==> config.mk <==
export PLATFORM = sky130hd
export DESIGN_NAME = tcw_front
export DESIGN_NICKNAME = d
export VERILOG_FILES = /design/src/rtl/tcw_pkg.sv /design/src/rtl/tcw_front.sv
export SDC_FILE = /design/constraint.sdc
export NUM_CORES = 1
export LEC_CHECK = 0
export BUFFER_PORTS_ARGS = -buffer_cell sky130_fd_sc_hd__buf_2
export CORE_ASPECT_RATIO = 0.5
export CORE_MARGIN = 2
export CORE_UTILIZATION = 53
export DETAILED_ROUTE_END_ITERATION = 16
export GPL_TIMING_DRIVEN = 1
export PLACE_DENSITY_LB_ADDON = 0.08
export RECOVER_POWER = 25
export SLEW_MARGIN = 20
export SYNTH_ARGS = -nofsm -noshare
export SYNTH_HDL_FRONTEND = slang
export SYNTH_SLANG_ARGS = --single-unit
==> constraint.sdc <==
create_clock -name clk -period 7.2 [get_ports clk]
set_clock_uncertainty 0.1 [all_clocks]
set_input_delay 0.36 -clock clk [delete_from_list [all_inputs] [get_ports clk]]
set_output_delay 0.36 -clock clk [all_outputs]
set_load 0.01 [all_outputs]
==> src/rtl/tcw_pkg.sv <==
// Shared types and constants for the text console writer.
// Holds the geometry, the command and result item layouts, and the decoded command kinds.
// No dependencies.
package tcw_pkg;

  localparam int ROWS  = 25;
  localparam int COLS  = 80;
  localparam int CELLS = ROWS * COLS;

  localparam int IDX_W  = 11;
  localparam int ROW_W  = 5;
  localparam int COL_W  = 7;
  localparam int CELL_W = 16;

  localparam int PADDR_W = 3;

  localparam logic REG_BLANK_ATTR = 1'b0;

  localparam logic [7:0] CH_NEWLINE   = 8'd10;
  localparam logic [7:0] CH_BACKSPACE = 8'd8;
  localparam logic [7:0] CH_SPACE     = 8'd32;

  localparam logic [7:0] BLANK_ATTR_RESET = 8'd7;

  localparam logic [2:0] OP_PUT_CHAR   = 3'd0;
  localparam logic [2:0] OP_SET_COLOR  = 3'd1;
  localparam logic [2:0] OP_SET_CURSOR = 3'd2;
  localparam logic [2:0] OP_CLEAR      = 3'd3;
  localparam logic [2:0] OP_WRITE_CELL = 3'd4;
  localparam logic [2:0] OP_READ_CELL  = 3'd5;

  typedef struct packed {
    logic [2:0]       operation;
    logic [7:0]       char_code;
    logic [7:0]       attr;
    logic [7:0]       row;
    logic [7:0]       col;
    logic [IDX_W-1:0] cell_index;
  } cmd_item_t;

  typedef struct packed {
    logic [IDX_W-1:0] cursor_index;
    logic [ROW_W-1:0] cursor_row;
    logic [COL_W-1:0] cursor_col;
    logic             chars_printed;
    logic [7:0]       cell_char;
    logic [7:0]       cell_attr;
  } rsp_item_t;

  typedef enum logic [3:0] {
    K_NONE,
    K_CHAR,
    K_NEWLINE,
    K_BACKSPACE,
    K_COLOR,
    K_CURSOR,
    K_CLEAR,
    K_WRITE,
    K_READ
  } kind_t;

  typedef struct packed {
    kind_t            kind;
    logic [7:0]       chr;
    logic [7:0]       attr;
    logic [IDX_W-1:0] idx;
    logic [ROW_W-1:0] row;
    logic [COL_W-1:0] col;
  } tcw_cmd_t;

endpackage

==> src/rtl/tcw_front.sv <==
// Front end: accepts command items, decodes them into command kinds, queues them.
// Depends on tcw_pkg.
module tcw_front import tcw_pkg::*; (
  input  logic      clk,
  input  logic      rst,
  input  logic      cmd_valid,
  output logic      cmd_ready,
  input  cmd_item_t cmd,
  output logic      q_valid,
  output tcw_cmd_t  q_head,
  input  logic      q_pop
);

  tcw_cmd_t   entries [2];
  logic       wr_ptr;
  logic       rd_ptr;
  logic [1:0] count;
  tcw_cmd_t   dec;
  logic       push;
  logic [31:0] target;

  assign target = 32'(cmd.row) * 32'(COLS) + 32'(cmd.col);

  always_comb begin
    dec      = '0;
    dec.kind = K_NONE;
    dec.chr  = cmd.char_code;
    dec.attr = cmd.attr;
    dec.idx  = cmd.cell_index;
    dec.row  = ROW_W'(cmd.row);
    dec.col  = COL_W'(cmd.col);
    unique case (cmd.operation)
      OP_PUT_CHAR: begin
        if (cmd.char_code == CH_NEWLINE) begin
          dec.kind = K_NEWLINE;
        end else if (cmd.char_code == CH_BACKSPACE) begin
          dec.kind = K_BACKSPACE;
        end else begin
          dec.kind = K_CHAR;
        end
      end
      OP_SET_COLOR: dec.kind = K_COLOR;
      OP_SET_CURSOR: begin
        if (int'(cmd.row) < ROWS && int'(cmd.col) < COLS) begin
          dec.kind = K_CURSOR;
          dec.idx  = IDX_W'(target);
        end
      end
      OP_CLEAR: dec.kind = K_CLEAR;
      OP_WRITE_CELL: begin
        if (int'(cmd.cell_index) < CELLS) begin
          dec.kind = K_WRITE;
        end
      end
      OP_READ_CELL: begin
        if (int'(cmd.cell_index) < CELLS) begin
          dec.kind = K_READ;
        end
      end
      default: dec.kind = K_NONE;
    endcase
  end

  assign cmd_ready = (count != 2'd2);
  assign push      = cmd_valid && cmd_ready;
  assign q_valid   = (count != 2'd0);
  assign q_head    = entries[rd_ptr];

  always_ff @(posedge clk) begin
    if (push) begin
      entries[wr_ptr] <= dec;
    end
    if (rst) begin
      wr_ptr <= 1'b0;
      rd_ptr <= 1'b0;
      count  <= 2'd0;
    end else begin
      if (push) begin
        wr_ptr <= ~wr_ptr;
      end
      if (q_pop) begin
        rd_ptr <= ~rd_ptr;
      end
      unique case ({push, q_pop})
        2'b10:   count <= count + 2'd1;
        2'b01:   count <= count - 2'd1;
        default: count <= count;
      endcase
    end
  end

endmodule

-- Word-level counts from Yosys, hierarchy flattened
Memories as Yosys holds them, arrays and structs flattened. A register that Yosys moved wholly into a read port is not among the register bits.
Cells that the tools add are included.
- word-level logic and storage cells: 41
- memories: 1
- output and inout bits: 45
- memory bits (writable): 86
- bits of input ports: 50
- latch bits: 0
- bits in read-only memories: 0
- register bits: 4
- memories (memory ; depth ; bits a word ; read ports ; clocked after Yosys merged registers in ; write ports ; line ; source):
    entries ; 2 ; 43 ; 1 ; 1 ; 1 ; tcw_front.sv:14 ; tcw_cmd_t entries [2];
- div/mod/pow operators: 0
- multipliers: 1
- shifts and indexed selects: 0
- reduce and logical (&&, ||, !) cells: 5
- $add $sub $neg: 3
- bitwise operators: 2
- eq/ne operators: 10
- muxes and demuxes: 13
- magnitude comparators: 3
- operators with widths (cell ; count):
    one-hot mux 4 bit (6 select lines) ; 1
    two-way mux 11 bit ; 2
    == test 8 x 4 -> 1 bit, second input constant ; 2
    adder 11 x 8 -> 11 bit ; 1
    < comparator 11 bit, second input constant ; 1
    < comparator 8 x 5 -> 1 bit, second input constant ; 1
    < comparator 8 x 7 -> 1 bit, second input constant ; 1
    multiplier 8 x 3 -> 7 bit, second input constant ; 1
    == test 3 x 2 -> 1 bit, second input constant ; 2
    == test 3 bit, second input constant ; 2
    two-way mux 3 bit ; 2
    two-way mux 1 bit ; 4
    two-way mux 2 bit ; 2
    two-way mux 4 bit ; 1
    one-hot mux 2 bit (2 select lines) ; 1
    nonzero test 2 bit ; 2
    == test 3 x 1 -> 1 bit, second input constant ; 1
    zero test 3 bit ; 1
    adder 2 x 1 -> 2 bit, second input constant ; 1
    == test 2 x 1 -> 1 bit, second input constant ; 1
    == test 2 bit, second input constant ; 1
    logical AND 1 bit ; 2
    != test 2 bit, second input constant ; 1
    inverter 1 bit ; 2
    subtractor 2 x 1 -> 2 bit, second input constant ; 1

-- Logic depth before layout (Yosys ltp)
Gate-level depths: netlist of run 1.
- depth in word-level cells: 4
- gate-level depth with buffers: 8
- gate-level depth less buffers: 8

-- Worst setup path after synthesis of run 1
OpenSTA, ideal clock, no wires.
- path type: reg2reg
- start point: register count[0]
- end point: memory entries[0][0] (netlist name), enable pin
- setup slack: 4161 ps
- path buffers: 0
- clock period less this slack: 3039 ps
- data required time: 6657 ps
- data arrival time: 2496 ps
- setup time: 443 ps
- cell stages (with the launch flop): 4
- cell sequence: dfxtp_1 -> nand2b_1 -> nand2_1 -> nor2_1
- word-level cells in the longest chain between the ends: 4
- RTL lines (item ; line ; source):
    start: declaration ; tcw_front.sv:17 ; logic [1:0] count;
    start signal: assignment ; tcw_front.sv:85 ; 2'b10: count <= count + 2'd1;
    start signal: assignment ; tcw_front.sv:86 ; 2'b01: count <= count - 2'd1;
    start signal: assignment ; tcw_front.sv:87 ; default: count <= count;
    != test 2 bit ; tcw_front.sv:64 ; assign cmd_ready = (count != 2'd2);
    via cmd_ready ; tcw_front.sv:7 ; output logic cmd_ready,
    logical AND 1 bit ; tcw_front.sv:65 ; assign push = cmd_valid && cmd_ready;
    two-way mux 1 bit ; tcw_front.sv:70 ; if (push) begin
    two-way mux 1 bit (not written as such) ; tcw_front.sv:71 ; entries[wr_ptr] <= dec;
    end: declaration ; tcw_front.sv:14 ;
The timed path passes the listed nets, and every way through them passes these cells.

==> results of run 1 <==
## stage by stage
step	total power [W]	area, µm²	util
2_1_floorplan	0.0008117	3961	-
3_3_place_gp	0.0008932	4534	0.6216
3_5_place_dp	0.0009040	4534	0.6216
4_1_cts	0.001345	4820	0.6607
5_1_grt	0.001386	4795	0.6573
6_report	0.001327	4795	0.6573
## final timing paths
kind                                  endpoint  slack (ns)  cells past startpoint
worst max-delay path            entries[1][22]        4.95                      9
worst min-delay path            entries[1][26]        0.10                      1
worst max register to register   entries[1][3]        5.22                      2
worst min register to register        count[1]        0.42                      2
## sequential cells by signal, summed over array words and instances, names as in the netlist, named ones only
register	count
rd_ptr	1
count	2
entries	86
wr_ptr	1
## cells in the mapped netlist (5+ instances only)
library cell   n
dfxtp_1        5
mux2_4         5
nor2_1         8
o21ai_1        8
edfxtp_1      86
mux2_2        29
mux2_1        14
o21ai_0        5
xnor2_1        8
nand2_1       14
ha_1          12
xor2_1         5
## layout make-up
type	instances	share of cell area
clock inverter	7	0.01253
timing repair buffer	95	0.09395
clock buffer	9	0.04697
sequential	91	0.5603
inverter	4	0.003132
tap	96	0.02505
multi-input combinational	135	0.2581
## worst register-to-register path, stage by stage, from the launching register on
cell	delay [ns]
dfxtp_1	0.39
nand2b_1	0.16
and3_2	0.92
## layout by cell type (no fill, tap or decap), drive strengths merged, types with 2 or more instances in the layout
cell    netlist  final
nor2b         2      2
inv           4      6
mux2         48     48
buf           5     73
clkbuf        1     31
clkinv        0      4
a21oi         4      4
nand4         2      2
nor2          8      8
o21ai        15     15
edfxtp       86     86
nor3          2      2
ha           12     12
nand2        14     14
a21o          2      2
and3          2      2
dfxtp         5      5
xor2          5      5
xnor2         8      8
fa            2      2
## report_power, final
group / switching [W] / internal, W / total (W)
registers: 0.0000233 / 0.000646 / 0.000669
clock network: 0.000203 / 0.000238 / 0.000441
logic: 0.000119 / 0.0000975 / 0.000217
total: 0.000345 / 0.000982 / 0.00133
## metal layers
metal	global-route usage	share of wire
met5	0	0
met4	0.07005	0.015
met3	0.06352	0.051
met2	0.3266	0.49
met1	0.2315	0.44
## cells by family after synthesis
| family | count (synthesis) |
|---|---|
| flip-flops | 91 |
| multiplexers | 48 |
| AND/OR/NAND/NOR | 36 |
| AO/OA/AOI/OAI | 24 |
| adder cells (fa/ha/maj) | 14 |
| XOR/XNOR | 13 |
| buffers and inverters | 10 |
==> impl_results.md, run 1 <==
* Multi-input gate area in the final layout at 1237 µm²
* Post-synthesis mux area share at 0.1412
* Die ar. at 8224 µm²
* Post-synthesis sequential area ratio at 0.6772
* CP bufs+invs at 1
* Post-Syn Instances at 236
* Top-area cell type share of the netlist area at 0.6519
* Pre-Repair DR Iteration Count at 5
* Synth Area in Compound Gates at 0.04043
* Io pins at 95
* Max-cap violations at 0
* Peak supply drop at 155.9 µV
* Ys Warns at 0
* Worst-Skew Late Latency at 0.34 ns
* Top post-synthesis cells by area: edfxtp_1 (65%), mux2_2 (8.2%), mux2_1 (4.0%)
* Antenna diode count at 0
* Leak at 1.832 nW
* Crit path time final at 2.250 ns
* Power per Cell Area at 276.8 nW/µm²
* Synth Area in XOR/XNOR at 0.02874
* DP HPWL at 5.053 mm
* Sum Neg Setup Slack at 0 ns
* Avg Inst Size Synth at 16.79 µm²
* Max transition margin at 0.2826
* Vias in the first global route at 2361
* Overall global routing resource usage at 0.1913
* Pre-CTS setup slack at 4.717 ns
* Critical R2R Launch: count[0]
* CTS Root Cell: clkbuf_16
* Ys async rst share at 0
* Yosys top cell by area: edfxtp_1
* Iteration-0 DRC Markers at 125
* Worst-path fanout max at 6
* Dpl cells at 421
* Main combinational cell family by area after synthesis: multiplexers
* Area grow syn2layout at 21.04%
* IO buf count at 94
* Max incr delay on CP at 0.38 ns
* RSZ-0062 raised after global routing: no
* CTS Buffer Depth at 2
* Clock-pin slew on the worst setup and hold paths at 0.07 ns
* Post-route setup slack at 4.950 ns
* Routed WL at 7.284 mm
* Crit-path cells: clkbuf_1 > ha_1 > ha_1 > fa_1 > xor2_1 > nand2_1 > a21oi_1 > xnor2_1 > o21ai_1
* FILL cells at 566
* Status: finished clean
* CP endpoint kind: flop
* Residual DRC at 0
* Period Utilization, post-route at 0.3125
* Yosys cell types at 36
* Row cnt at 22
* First-pass GRT wire length at 11.61 mm
* H-tree depth at 3
* #FFs+latches synth at 91
* Synth Flop Type: edfxtp_1
* Critical path's slowest cell: fa_1
* CP Launch Point: cmd[20]
* CP top delay family: adder cells
* Syn nets at 300
* Final #Nets at 400
* Worst Path Arrival at 2.23 ns
* Chip width at 126.3 µm
* Initial core utilization at 0.5431
* CTS tree: built
* CP Launch Type: input pin
* WL/cell at 16.67 µm
* Worst hold start: cmd[30]
* Antenna Nets Post-Route at 0
* Die H at 65.13 µm
* Initial antenna violation count at 0
* Largest net degree at the start of global routing at 44
* Cts bufs inserted at 9
* Mapped Area at 3961 µm²
* CP Class: input pin to flop
* Finish-stage setup viols at 0
* Routed vias/inst at 5.224
* Simple-Gate Fraction of Synth Area at 0.05180
* Hold Vio Cnt, Final at 0
* RD Place Congestion at 0.7913
* Storage element area at 2686 µm²
* Hold slack at 0.1008 ns
* Via count at 2283
* Hold WC Path Type: input pin to flop
* Non-Filler Instances at 437
* Core ar. at 7295 µm²
* Setup Fix Bufs, Post-CTS at 0
* CTS Hold Bufs at 0
* Adder-cell area share of the yosys netlist at 0.04801
* GRT overflow at 0
* Post-synth EDFFs at 86
* Share of cells above drive strength 1 at 0.3930
* Slew @ Worst Pin at 1.076 ns
* CP required at 7.18 ns
* Crit-path most repeated cell: ha_1
* Cts repair resizes at 0
* Fmax achieved at 444.4 MHz
* Slew Viols, Final at 0
* # clock sinks at 91
No activity file was read; power rests on OpenSTA's default activity.
==> run 2, diff against run 1 <==
- ABC_AREA: unset -> 1
- CORE_UTILIZATION: 53 -> 48
- clock period: 7.2 -> 1.9 ns (I/O delays scaled with it)
==> run 2 against run 1 <==
  * Combinational power rose to 4.1 times the previous value
  * Non-clock buffer count grew 52
  * Sequential power grew to 3.6 times the previous value
  * Power grew to 3.9 times the previous value
  * Critical path depth down 1
  * Design area up 14%
  * Core utilization rose by 2.1 points
  * Sequential share of layout area shrank 6.9 points
  * Clock-buffer cell count unchanged
  * First-iteration DRC count increased by 25%
  * Flip-flop and latch count is the same
  * Worst setup slack got worse by 4.8 ns
  * Critical endpoint unchanged
  * Largest power group unchanged
  * Highest routed layer unchanged
==> impl_results.md, run 2 <==
* Internal at 0.003948 W
* Syn nets at 354
* Cts bufs inserted at 9
* Sum Neg Setup Slack at 0 ns
* Hold Vio Cnt, Final at 0
* Storage element area at 2684 µm²
* Hold WC Path Type: input pin to flop
* Clock-pin slew on the worst setup and hold paths at 0.06 ns
* CP endpoint kind: flop
* Synth Area in Compound Gates at 0.01678
* CP top delay family: buffers and inverters
* Clk pwr share at 0.361
* Multi-input gate area in the final layout at 1257 µm²
* Yosys top cell by area: edfxtp_1
* Top post-synthesis cells by area: edfxtp_1 (64%), mux2_2 (12%), nand2_1 (5.0%)
* Max-cap violations at 0
* Leading registers by flop count: entries x86, count x2
* IO buf count at 94
* Worst-path fanout max at 18
* Largest net degree at the start of global routing at 44
* First-pass GRT wire length at 12.67 mm
* Net Switching at 0.001217 W
* Terminus of the critical flop-to-flop path: count[1]
* Iteration-0 DRC Markers at 156
* Final #Nets at 506
* Most frequent cells in the layout: edfxtp_1 (86), buf_2 (73), nand2_1 (54)
* CTS Root Cell: clkbuf_16
* Top post-synthesis cells by count: edfxtp_1 (86), nand2_1 (54), mux2_2 (43)
* Ys Warns at 0
* Critical path's slowest cell: dlygate4sd3_1
* Area grow syn2layout at 35.64%
* Chip width at 133.5 µm
* FILL cells at 619
* GRT overflow at 0
* Via count at 2728
* Yosys cell types at 30
* Synth Area in XOR/XNOR at 0.01088
* Share of cells above drive strength 1 at 0.3423
* Worst hold start: cmd[5]
* Status: finished clean
* Worst Path Arrival at 1.72 ns
* Net Sw Frac at 0.2357
* Routed vias/inst at 4.880
* Sequential Power Share at 0.468
* H-tree depth at 3
* Io pins at 95
* Max transition margin at 0.7932
* Slew @ Worst Pin at 0.3094 ns
* Vias in the first global route at 2669
* Slew Viols, Final at 0
* CP bufs+invs at 4
* Adder-cell area share of the yosys netlist at 0.04723
* Power per Cell Area at 945.8 nW/µm²
* WHS Path Cells at 3
* CP Launch Type: input pin
* Row cnt at 23
* Residual DRC at 0
* RSZ-0062 raised after global routing: no
* Comb power frac at 0.171
* Cts repair resizes at 0
* Avg Inst Size Synth at 13.88 µm²
* Mapped Area at 4026 µm²
* Antenna Nets Post-Route at 0
* Top-area cell type share of the netlist area at 0.6414
* CTS Buffer Depth at 2
* Antenna diode count at 0
* Post-Syn Instances at 290
* Synth Flop Type: edfxtp_1
* Peak supply drop at 715.7 µV
* Reg2reg path depth at 9
* Setup Fix Bufs, Post-CTS at 0
* Hold endpoint: entries[1][17]
* Period Utilization, post-route at 0.9143
* Critical R2R Launch: count[0]
* Main combinational cell family by area after synthesis: multiplexers
* Overall global routing resource usage at 0.1883
* Die ar. at 9181 µm²
* Max reg flops at 86
* Pre-Repair DR Iteration Count at 4
* CTS Hold Bufs at 41
* Crit-path cells: clkbuf_1 > dlygate4sd3_1 > clkbuf_1 > nand3_1 > nand3_4 > clkinv_2 > nand3_1 > nand2_1
* Finish-stage setup viols at 0
* Most flops, register: entries
* Routed WL at 8.288 mm
* Leading cell type in the layout, fill and taps excluded: edfxtp_1
* Ys async rst share at 0
* Simple-Gate Fraction of Synth Area at 0.1097
* Count leader, synth: edfxtp_1
* Crit path time final at 1.737 ns
* DP HPWL at 5.427 mm
* Post-synthesis sequential area ratio at 0.6663
* WL/cell at 14.83 µm
* CTS tree: built
* Die H at 68.76 µm
* CP required at 1.89 ns
* Initial antenna violation count at 0
* Post-synthesis mux area share at 0.1203
* Internal reg-to-reg setup slack at 0.23 ns
* Initial core utilization at 0.4997
* Leak at 2.199 nW
* Max incr delay on CP at 0.56 ns
* Fmax achieved at 575.6 MHz
* #FFs+latches synth at 91
* Core ar. at 8058 µm²
* Utilization after layout at 0.6778
* RD Place Congestion at 0.7985
* CP Class: input pin to flop
* # clock sinks at 91
* Post-synth EDFFs at 86
* Worst-Skew Late Latency at 0.33 ns
[run 2: cell count changes after synthesis, moves of 5 or more]
cell,delta
inv_1,+16
nand3_1,+17
nand2_1,+40
mux2_4,-5
o21ai_1,-8
mux2_2,+14
nor2_1,+7
mux2_1,-14
xnor2_1,-5
[run 2: through the flow]
step / total power (W) / setup WS (ns) / instances / hold WS, ns / cell area, µm²
2_1_floorplan: 0.002937 / -0.4285 / 290 / 0.06407 / 4046
3_3_place_gp: 0.003262 / -0.09113 / 502 / 0.1845 / 4772
3_5_place_dp: 0.003293 / -0.1310 / 502 / 0.1874 / 4772
4_1_cts: 0.005231 / 0.2034 / 559 / 0.01966 / 5499
5_1_grt: 0.005409 / 0.03953 / 559 / 0.03801 / 5461
6_report: 0.005166 / 0.1627 / 559 / 0.03358 / 5461
[run 2: metal layers]
metal	global-route usage	part of all wire	vias up
met4	0.05851	0.0092	0
met3	0.05775	0.043	10
li1	-	-	1348
met5	0	0	-
met2	0.3409	0.50	62
met1	0.2234	0.45	1308
[run 2: how the worst max path moves through the flow]
stage | startpoint | to | slack [ns] | depth (start not counted)
floorplan | count[0] | entries[1][0] | -0.43 | 4
finish | cmd[23] | entries[1][22] | 0.16 | 8
CTS | cmd[17] | entries[1][19] | 0.20 | 7
detailed placement | cmd[20] | entries[1][21] | -0.13 | 11
global placement | cmd[20] | entries[0][21] | -0.09 | 11
global route | cmd[21] | entries[1][21] | 0.04 | 11
[run 2: worst min-delay path, cell delays in order]
cell and delay [ns]:
buf_2 0.10, nand2_1 0.05, o21ai_0 0.09
[run 2: cells by family after synthesis]
family,count (synthesis)
mux,43
buf+inv,27
xor+xnor,5
fa+ha+maj,14
compound gates,10
flops,91
simple gates,100
[run 2: final cells by class]
type | count | share of cell area
multi-input combinational | 172 | 0.2302
inverter | 21 | 0.01466
clock buffer | 9 | 0.04124
clock inverter | 7 | 0.01672
tap | 112 | 0.02566
sequential | 91 | 0.4914
timing repair buffer | 147 | 0.1801
[run 2: power by group through the flow]
stage	clock [W]	sequential, W	combinational, W
detailed placement	0	0.00246	0.000832
floorplan	0	0.00245	0.000488
CTS	0.00191	0.00242	0.000903
finish	0.00186	0.00242	0.000886
global placement	0	0.00245	0.000812
global route	0.00201	0.00243	0.000974
